[src/sps_pkg.sv]
package sps_pkg;

  localparam int MAX_SAMPLES = 1024;
  localparam int SAMPLE_BITS = 16;
  localparam int ADDR_W      = $clog2(MAX_SAMPLES);
  localparam int CNT_W       = $clog2(MAX_SAMPLES + 1);
  localparam int SUM_W       = SAMPLE_BITS + CNT_W;
  localparam int RANGE_W     = SAMPLE_BITS + 1;
  localparam int TH_W        = SAMPLE_BITS + 10;
  localparam int D2_W        = 2 * ADDR_W;
  localparam int VAR_W       = ADDR_W + D2_W;
  localparam int DIV_NUM_W   = 64;
  localparam int DIV_DEN_W   = ADDR_W + CNT_W;
  localparam int Q_FRAC      = 16;
  localparam int NUM_FN      = 5;

  localparam int PK_SCALE    = 100;
  localparam int PK_RISE_PCT = 11;
  localparam int PK_FALL_PCT = 9;

  localparam logic [2:0] FN_COUNT      = 3'd0;
  localparam logic [2:0] FN_MEAN_DIST  = 3'd1;
  localparam logic [2:0] FN_PEAK_MEAN  = 3'd2;
  localparam logic [2:0] FN_PEAK_MINUS = 3'd3;
  localparam logic [2:0] FN_STDDEV     = 3'd4;
  localparam logic [2:0] FN_END        = 3'd5;

  localparam logic [1:0] REG_MASK    = 2'd0;
  localparam logic [1:0] REG_OVERLAP = 2'd1;
  localparam logic [1:0] REG_TNORM   = 2'd2;
  localparam logic [1:0] REG_PERIOD  = 2'd3;

  localparam logic [1:0] TN_FRAMES  = 2'd0;
  localparam logic [1:0] TN_SECONDS = 2'd1;
  localparam logic [1:0] TN_SEGMENT = 2'd2;

  typedef logic signed [SAMPLE_BITS-1:0] sample_t;

  typedef struct packed {
    logic [NUM_FN-1:0] mask;
    logic              overlap;
    logic [1:0]        tnorm;
    logic [31:0]       period;
  } cfg_t;

  typedef struct packed {
    logic [CNT_W-1:0]        n;
    sample_t                 min;
    sample_t                 max;
    logic signed [SUM_W-1:0] sum;
  } seg_t;

  typedef struct packed {
    logic [CNT_W-1:0]        n;
    logic [CNT_W-1:0]        np;
    logic signed [SUM_W-1:0] ps;
    logic [ADDR_W-1:0]       nd;
    logic [ADDR_W-1:0]       d1;
    logic [D2_W-1:0]         d2;
    logic signed [SUM_W-1:0] sum;
  } summ_t;

  typedef enum logic [1:0] {SC_IDLE, SC_RD, SC_EX, SC_FIN} scan_state_t;
  typedef enum logic [1:0] {PH_SEED_A, PH_SEED_B, PH_SCAN} scan_phase_t;

  typedef enum logic [3:0] {
    CA_IDLE, CA_MD_MUL, CA_MD_DIV, CA_SD_MUL, CA_SD_DIV, CA_SD_SQRT, CA_SD_SCALE,
    CA_SD_DIV2, CA_PM, CA_PM_DIV, CA_MN, CA_MN_DIV, CA_COMBINE, CA_EMIT
  } calc_state_t;

endpackage

[src/sps_scan.sv]
module sps_scan (
  input  logic                       clk,
  input  logic                       rst_n,
  input  logic                       overlap,
  input  logic                       seg_valid,
  input  sps_pkg::seg_t              seg,
  output logic                       seg_ready,
  output logic                       busy,
  output logic [sps_pkg::ADDR_W-1:0] rd_addr,
  input  sps_pkg::sample_t           rd_data,
  output logic                       summ_valid,
  output sps_pkg::summ_t             summ,
  input  logic                       summ_ready
);

  localparam int TH_W = sps_pkg::TH_W;

  sps_pkg::scan_state_t             st_r, st_nxt;
  sps_pkg::scan_phase_t             ph_r, ph_nxt;
  logic [sps_pkg::CNT_W-1:0]        idx_r, idx_nxt, n_r, n_nxt, np_r, np_nxt;
  logic signed [sps_pkg::RANGE_W:0] range_r, range_nxt;
  logic signed [sps_pkg::SUM_W-1:0] sum_r, sum_nxt, ps_r, ps_nxt;
  sps_pkg::sample_t                 a_r, a_nxt, b_r, b_nxt, pa_r, pa_nxt, pb_r, pb_nxt;
  sps_pkg::sample_t                 lmax_r, lmax_nxt, lmin_r, lmin_nxt;
  logic                             flag_r, flag_nxt, lpv_r, lpv_nxt;
  logic [sps_pkg::ADDR_W-1:0]       cur_r, cur_nxt, lpos_r, lpos_nxt;
  logic [sps_pkg::ADDR_W-1:0]       nd_r, nd_nxt, d1_r, d1_nxt, d;
  logic [sps_pkg::D2_W-1:0]         d2_r, d2_nxt;
  logic [sps_pkg::ADDR_W-1:0]       i;
  logic                             loc_max, loc_min, last_i;
  logic signed [TH_W-1:0]           th_hi, th_fall;

  assign rd_addr = idx_r[sps_pkg::ADDR_W-1:0];
  assign busy    = (st_r == sps_pkg::SC_RD) || (st_r == sps_pkg::SC_EX);
  assign i       = idx_r[sps_pkg::ADDR_W-1:0];
  assign last_i  = (idx_r == n_r - sps_pkg::CNT_W'(1));
  assign loc_max = (a_r < b_r) && (b_r > rd_data);
  assign loc_min = (a_r > b_r) && (b_r < rd_data);
  assign summ    = '{n: n_r, np: np_r, ps: ps_r, nd: nd_r, d1: d1_r, d2: d2_r, sum: sum_r};

  always_comb begin
    st_nxt = st_r; ph_nxt = ph_r; idx_nxt = idx_r; n_nxt = n_r; np_nxt = np_r;
    range_nxt = range_r; sum_nxt = sum_r; ps_nxt = ps_r;
    a_nxt = a_r; b_nxt = b_r; pa_nxt = pa_r; pb_nxt = pb_r;
    lmax_nxt = lmax_r; lmin_nxt = lmin_r; flag_nxt = flag_r; lpv_nxt = lpv_r;
    cur_nxt = cur_r; lpos_nxt = lpos_r; nd_nxt = nd_r; d1_nxt = d1_r; d2_nxt = d2_r;
    d = '0; th_hi = '0; th_fall = '0;
    seg_ready = 1'b0; summ_valid = 1'b0;
    unique case (st_r)
      sps_pkg::SC_IDLE: begin
        if (seg_valid) begin
          seg_ready = 1'b1;
          n_nxt     = seg.n;
          sum_nxt   = seg.sum;
          range_nxt = (sps_pkg::RANGE_W+1)'(seg.max) - (sps_pkg::RANGE_W+1)'(seg.min);
          np_nxt = '0; ps_nxt = '0; nd_nxt = '0; d1_nxt = '0; d2_nxt = '0;
          lmax_nxt = '0; lmin_nxt = '0; flag_nxt = 1'b0; cur_nxt = '0; lpv_nxt = 1'b0;
          idx_nxt = '0;
          st_nxt  = sps_pkg::SC_RD;
          if (overlap) begin
            ph_nxt = sps_pkg::PH_SEED_A;
          end else begin
            ph_nxt = sps_pkg::PH_SCAN;
            a_nxt  = pa_r;
            b_nxt  = pb_r;
          end
        end
      end
      sps_pkg::SC_RD: st_nxt = sps_pkg::SC_EX;
      sps_pkg::SC_EX: begin
        unique case (ph_r)
          sps_pkg::PH_SEED_A: begin
            a_nxt = rd_data;
            if (n_r > sps_pkg::CNT_W'(1)) begin
              ph_nxt  = sps_pkg::PH_SEED_B;
              idx_nxt = sps_pkg::CNT_W'(1);
              st_nxt  = sps_pkg::SC_RD;
            end else begin
              b_nxt  = rd_data;
              st_nxt = sps_pkg::SC_FIN;
            end
          end
          sps_pkg::PH_SEED_B: begin
            b_nxt   = rd_data;
            idx_nxt = sps_pkg::CNT_W'(2);
            ph_nxt  = sps_pkg::PH_SCAN;
            st_nxt  = (n_r > sps_pkg::CNT_W'(2)) ? sps_pkg::SC_RD : sps_pkg::SC_FIN;
          end
          default: begin
            if (loc_max) begin
              if (!flag_r) begin
                lmax_nxt = rd_data;
              end else if (rd_data > lmax_r) begin
                lmax_nxt = rd_data;
                cur_nxt  = i;
              end
              th_hi = TH_W'((TH_W'(lmax_nxt) - TH_W'(lmin_r)) * sps_pkg::PK_SCALE);
              if (th_hi > TH_W'(range_r * sps_pkg::PK_RISE_PCT)) begin
                flag_nxt = 1'b1;
                cur_nxt  = i;
              end
            end else if (loc_min) begin
              lmin_nxt = rd_data;
            end
            th_fall = TH_W'(lmax_nxt * sps_pkg::PK_SCALE)
                    - TH_W'(range_r * sps_pkg::PK_FALL_PCT);
            if (flag_nxt && ((TH_W'(rd_data * sps_pkg::PK_SCALE) < th_fall) || last_i)) begin
              np_nxt = np_r + sps_pkg::CNT_W'(1);
              ps_nxt = ps_r + sps_pkg::SUM_W'(lmax_nxt);
              if (lpv_r) begin
                d      = cur_nxt - lpos_r;
                nd_nxt = nd_r + sps_pkg::ADDR_W'(1);
                d1_nxt = d1_r + d;
                d2_nxt = d2_r + sps_pkg::D2_W'(d) * sps_pkg::D2_W'(d);
              end
              lpos_nxt = cur_nxt;
              lpv_nxt  = 1'b1;
              flag_nxt = 1'b0;
            end
            a_nxt   = b_r;
            b_nxt   = rd_data;
            idx_nxt = idx_r + sps_pkg::CNT_W'(1);
            st_nxt  = last_i ? sps_pkg::SC_FIN : sps_pkg::SC_RD;
          end
        endcase
      end
      sps_pkg::SC_FIN: begin
        summ_valid = 1'b1;
        if (summ_ready) begin
          pa_nxt = a_r;
          pb_nxt = b_r;
          st_nxt = sps_pkg::SC_IDLE;
        end
      end
      default: st_nxt = sps_pkg::SC_IDLE;
    endcase
  end

  always_ff @(posedge clk) begin
    if (!rst_n) begin
      st_r <= sps_pkg::SC_IDLE;
      pa_r <= '0;
      pb_r <= '0;
    end else begin
      st_r <= st_nxt;
      pa_r <= pa_nxt;
      pb_r <= pb_nxt;
    end
    ph_r <= ph_nxt; idx_r <= idx_nxt; n_r <= n_nxt; np_r <= np_nxt;
    range_r <= range_nxt; sum_r <= sum_nxt; ps_r <= ps_nxt;
    a_r <= a_nxt; b_r <= b_nxt; lmax_r <= lmax_nxt; lmin_r <= lmin_nxt;
    flag_r <= flag_nxt; lpv_r <= lpv_nxt; cur_r <= cur_nxt; lpos_r <= lpos_nxt;
    nd_r <= nd_nxt; d1_r <= d1_nxt; d2_r <= d2_nxt;
  end

endmodule

[config.mk]
export PLATFORM = sky130hd
export DESIGN_NAME = sps_scan
export DESIGN_NICKNAME = d
export VERILOG_FILES = /design/src/sps_pkg.sv /design/src/sps_scan.sv
export SDC_FILE = /design/constraint.sdc
export NUM_CORES = 1
export LEC_CHECK = 0
export BUFFER_PORTS_ARGS = -buffer_cell sky130_fd_sc_hd__clkbuf_2
export CORE_ASPECT_RATIO = 1.2
export CORE_MARGIN = 4
export CORE_UTILIZATION = 30
export CTS_CLUSTER_SIZE = 10
export DETAILED_ROUTE_END_ITERATION = 8
export PLACE_DENSITY = 0.48
export RECOVER_POWER = 50
export SYNTH_ARGS = -nofsm -noshare
export SYNTH_HDL_FRONTEND = slang
export SYNTH_SLANG_ARGS = --single-unit
export TNS_END_PERCENT = 1
[constraint.sdc]
create_clock -name clk -period 22.8 [get_ports clk]
set_input_delay 3.42 -clock clk [delete_from_list [all_inputs] [get_ports clk]]
set_output_delay 3.42 -clock clk [all_outputs]
set_load 0.005 [all_outputs]
==> Word level (Yosys, flattened, before mapping) <==
Index checks and enable logic that the tools add are counted.
{ "totals": {"register_bits": 266, "in_bits": 91, "wordCells": 169} }
{ "classes": {"eq_ne": 17, "bitwise": 1, "multipliers": 6, "muxes": 83, "n_lt_le_gt_ge": 9, "reduce_logical": 21, "addsub": 11} }
{ "ops": {"columns": ["operator", "count"], "rows": [
  ["$mux 16", 19],
  ["$pmux 16 s2", 5],
  ["$mux 10", 14],
  ["$mux 27", 3],
  ["$mux 20", 4],
  ["$pmux 11 s2", 3],
  ["$pmux 10 s2", 3],
  ["$pmux 27 s2", 1],
  ["$gt 16x16->1", 3],
  ["$mul 16x6->22 const B", 2],
  ["$mul 17x5->22 const B", 2],
  ["$mux 11", 4],
  ["$pmux 20 s2", 1],
  ["$sub 16x16->17", 2],
  ["$lt 16x16->1", 2],
  ["$add 27x16->27", 1],
  ["$gt 25x22->1", 1],
  ["$lt 24x25->1", 1],
  ["$sub 24x22->25", 1],
  ["$mul 17x6->23 const B", 1],
  ["$add 11x1->11 const B", 2],
  ["$add 20x20->20", 1],
  ["$mul 10x10->20", 1],
  ["$mux 2", 8],
  ["27 further kinds", 63]
]} }

==> Depth between registers and ports, before layout <==
{ "logic_depth": {"word_depth": 20, "depth_mapped": 73} }

==> Worst setup path after synthesis <==
Ideal clock, no wire load.
{ "synth_path": {"kind": "input-to-reg", "startpoint": "input port rd_data[13]", "endpoint": "register d2_r[18] in the netlist's numbering, data pin", "slack_ns": 4.268, "stages": 60, "t_required_ns": 22.539, "arrival_time_ns": 18.271, "cell_sequence": "ha_1 a21o_1 a2111o_1 o21ai_0 and2_1 buf_2 clkbuf_1 nand2_1 o21ai_0 ha_1 nor2b_1 o31a_1 o41a_1 a41o_1 o41a_1 a41oi_1 a31oi_1 fa_1 [24 not listed] xnor2_1 xor2_1 nand2_1 fa_1 inv_1 fa_1 fa_1 fa_1 inv_1 fa_1 inv_1 ha_1 and2_1 o21a_1 a41o_1 o41ai_1 o21ai_0 a311o_1"} }
{ "synth_between": {"elab_chain_len": 20, "elab_cells_between_ends": 24, "classes_between": "add/sub: 3; mul: 2; order compare: 3; mux: 15; reduce/logical: 1"} }
{ "synth_rtl": {"columns": ["element", "line_no", "source"], "rows": [
  ["from (decl)", "sps_scan.sv:10", "input sps_pkg::sample_t rd_data,"],
  ["$gt 16x16->1", "sps_scan.sv:93", "end else if (rd_data > lmax_r) begin"],
  ["$mux 16", "sps_scan.sv:93", null],
  ["$mux 16", "sps_scan.sv:91", "if (!flag_r) begin"],
  ["$mux 16", "sps_scan.sv:90", "if (loc_max) begin"],
  ["$mux 16", "sps_scan.sv:71", "unique case (ph_r)"],
  ["$mux 16", "sps_scan.sv:49", "unique case (st_r)"],
  ["$sub 16x16->17", "sps_scan.sv:97", "th_hi = TH_W'((TH_W'(lmax_nxt) - TH_W'(lmin_r)) * sps_pkg::PK_SCALE);"],
  ["$mul 17x6->23", "sps_scan.sv:97", null],
  ["[4 not listed]", null, null],
  ["$mux 10 (*)", "sps_scan.sv:49", null],
  ["$sub 10x10->10 (*)", "sps_scan.sv:111", "d = cur_nxt - lpos_r;"],
  ["$mul 10x10->20 (*)", "sps_scan.sv:114", "d2_nxt = d2_r + sps_pkg::D2_W'(d) * sps_pkg::D2_W'(d);"],
  ["$add 20x20->20 (*)", "sps_scan.sv:114", null],
  ["$mux 20 (*)", "sps_scan.sv:110", "if (lpv_r) begin"],
  ["$mux 20 (*)", "sps_scan.sv:107", "if (flag_nxt && ((TH_W'(rd_data * sps_pkg::PK_SCALE) < th_fall) || last_i)) begin"],
  ["$mux 20 (*)", "sps_scan.sv:71", null],
  ["$pmux 20 s2 (*)", "sps_scan.sv:49", null],
  ["to (signal assigned)", "sps_scan.sv:153", "nd_r <= nd_nxt; d1_r <= d1_nxt; d2_r <= d2_nxt;"],
  ["to (decl)", "sps_scan.sv:28", "logic [sps_pkg::D2_W-1:0] d2_r, d2_nxt;"]
]} }
Every way passes the cells marked *; elsewhere a longest branch is shown, timed or not. The select of a mux whose other input is x is not followed.
A chain may end at the register's enable or synchronous reset.

==> Final worst setup path <==
Same ends and word-level chain as after synthesis.

==> results.yml <==
yosys:
  syn_area_per_cell_um2: 9.24
  syn-cell-area_mm2: 0.0280
  synth-edff-count: 232
  synth-warning-count: 0
  synth-seq-cells: 266
  ys_top_cells_by_count: "507 x inv_1, 483 x ha_1, 252 x nor2_1"
  async_flop_share_pct: 0
  synthTopCellsByArea: "edfxtp_1 25%, ha_1 22%, fa_1 9.7%"
  synthCells: 3025
  synth_seq_area_share_pct: 27.4
  synthDistinctLibCells: 77
  synth_fp_nets: 3735
  synth_most_common_cell: "inv_1"
  yosysTopAreaCellShare_pct: 24.9
  yosysTopAreaCell: "edfxtp_1"
  synth_ff_type: "edfxtp_1"
clocking:
  insertion_delay_ps: 550
  cts_tree: "built"
  cts_max_path_buffers: 3
  holdBufCountCts: 0
  cts.htree.levels: 2
  clkSlewWorstSetupHoldPaths_ps: 60
  cts_setup_buffers: 0
  cts.sinks: 266
  cts-root-buf: "clkbuf_16"
  cts_made_buffers: 37
  cts_resized: 0
drt:
  ant_nets: 0
  first_iter_violations: 786
  drt-total-wl_mm: 74.6
  vias: 21200
  drc: 0
  routed_via_density: 4.69
  dr.pass1.iters: 5
  wl_per_cell_um: 16.5
placement:
  gp_congestion: 0.825
  post-dp-hpwl_mm: 60.6
  io_buffer_count: 219
worst_setup_path:
  crit_type: "in -> reg"
  worst-endpoint-arrival_ps: 20460
  max_stage_delay_ps: 880
  critPathSlowestCell: "and2_1"
  cp-end-kind: "flop"
  worstPathMaxFanout: 27
  critPathLaunchType: "input port"
  required_ps: 23090
final_layout:
  register_area_mm2: 0.00765
  final_nets: 3961
  multi_input_area_mm2: 0.0182
  nFillCells: 9692
  layout-drive-gt1-share_pct: 8.54
  syn2layout_area_growth_pct: 13.3
status:
  status: "complete, but fails checks"
  violations: "max-capacitance violations, max-slew violations"
grt:
  overflow: 0
  grt_pass1_vias: 21300
  antenna_found_initial: 2
  grt_max_degree: 66
  grt_pass1_wl_mm: 118
  grt_use_total_pct: 15.1
die:
  coreArea_mm2: 0.0924
  core.rowCount: 122
  dieHeight_um: 342
  ios: 220
  die_w_um: 287
  initial_utilization_pct: 30.3
  die_area_mm2: 0.0982
timing:
  fmax_mhz: 49.6
  worst_pin_slew_ps: 3550
  maxSlewHeadroom_pct: -137
  fin_crit_ps: 20170
  timing.final.crit_share_pct: 88.5
  finalSetupViolCount: 0
  rsz0062_at_grt: "no"
  hold_viol_final: 0
  tns_ps: 0
  drv_slew: 264
  fin_worst_skew_ps: 18.8
min_path:
  holdCritPathClass: "reg -> reg"
job:
  maxCapViolCount: 5
[cells by family after synthesis]
logic type      Yosys count  synth area share [%]
buf+inv                 570                  7.79
flops                   266                  27.4
fa+ha+maj               619                  31.4
xor+xnor                210                  6.66
compound gates          557                  12.7
mux                      40                  1.52
simple gates            763                  12.6
[worst max-delay path: cells and delay by family]
kind	cells	cell delay, ps
mux	1	460
xor+xnor	3	780
compound gates	28	7570
buf+inv	6	470
simple gates	7	1990
fa+ha+maj	14	5750
[worst paths after layout]
check                                              start                      to  slack [ps]  cells after the start
worst min-delay path                pb_r[5]$_SDFFE_PN0P_    pb_r[5]$_SDFFE_PN0P_         450                      2
worst min register to register      pb_r[5]$_SDFFE_PN0P_    pb_r[5]$_SDFFE_PN0P_         450                      2
worst max register to register  lmax_r[13]$_SDFFCE_PN0P_  d2_r[18]$_SDFFCE_PN0P_        5190                     59
worst max-delay path                         rd_data[13]  d2_r[18]$_SDFFCE_PN0P_        2630                     59
[layout make-up]
cell class | instances | share of cell area [%]
inverters | 510 | 6.04
diodes | 1 | 0.00790
repair buffers | 247 | 3.85
multi-input cells | 2189 | 57.3
clock inverters | 12 | 0.474
well taps | 1240 | 4.90
flip-flops and latches | 266 | 24.1
clock buffers | 53 | 3.27
[state kept, by name (all words and copies together) (netlist names)]
register and cells:
cur_r 10, idx_r 11, lpos_r 10, d2_r 20, np_r 11, n_r 11
nd_r 10, flag_r 1, sum_r 27, lpv_r 1, range_r 17, pb_r 16
ps_r 27, pa_r 16, ph_r 2, lmax_r 16, lmin_r 16, d1_r 10
st_r 2, b_r 16, a_r 16
[cell usage in the layout (no fill, tap or decap), drive strengths merged, types with 22 or more instances in the layout]
cell type | synthesis | layout
clkbuf | 42 | 278
nor2 | 252 | 252
and2 | 36 | 36
and3 | 25 | 25
nand3 | 46 | 46
nor2b | 36 | 36
nand2b | 25 | 25
nor3 | 59 | 59
nand2 | 207 | 207
mux2i | 31 | 31
ha | 483 | 483
edfxtp | 232 | 232
fa | 136 | 136
inv | 507 | 506
nand4 | 23 | 23
o21ai | 115 | 115
buf | 18 | 22
o21a | 27 | 27
xnor2 | 121 | 121
or3 | 24 | 24
a21oi | 199 | 199
xor2 | 88 | 88
dfxtp | 34 | 34
a21o | 69 | 69
[through the flow]
step	util (%)	instance area, µm²	std cells	setup slack, ps	hold WS (ps)
after floorplan	-	28000	3025	4270	437
after global placement	33.1	30600	4452	2310	442
after detailed placement	33.1	30600	4452	2050	447
after CTS	34.4	31800	4517	2600	456
after global routing	34.3	31700	4517	1380	475
final	34.3	31700	4518	2630	453
[metal layers]
layer | vias to the layer above | GRT usage [%] | routed length, µm
li1 | 10800 | - | -
met1 | 9956 | 20.4 | 34600
met4 | 0 | 3.59 | 1650
met2 | 358 | 25.6 | 35200
met3 | 86 | 2.28 | 3130
met5 | - | 0 | 0
Power is not shown: default switching activity piles up to over one toggle a cycle in this logic, so the estimate is an artifact.
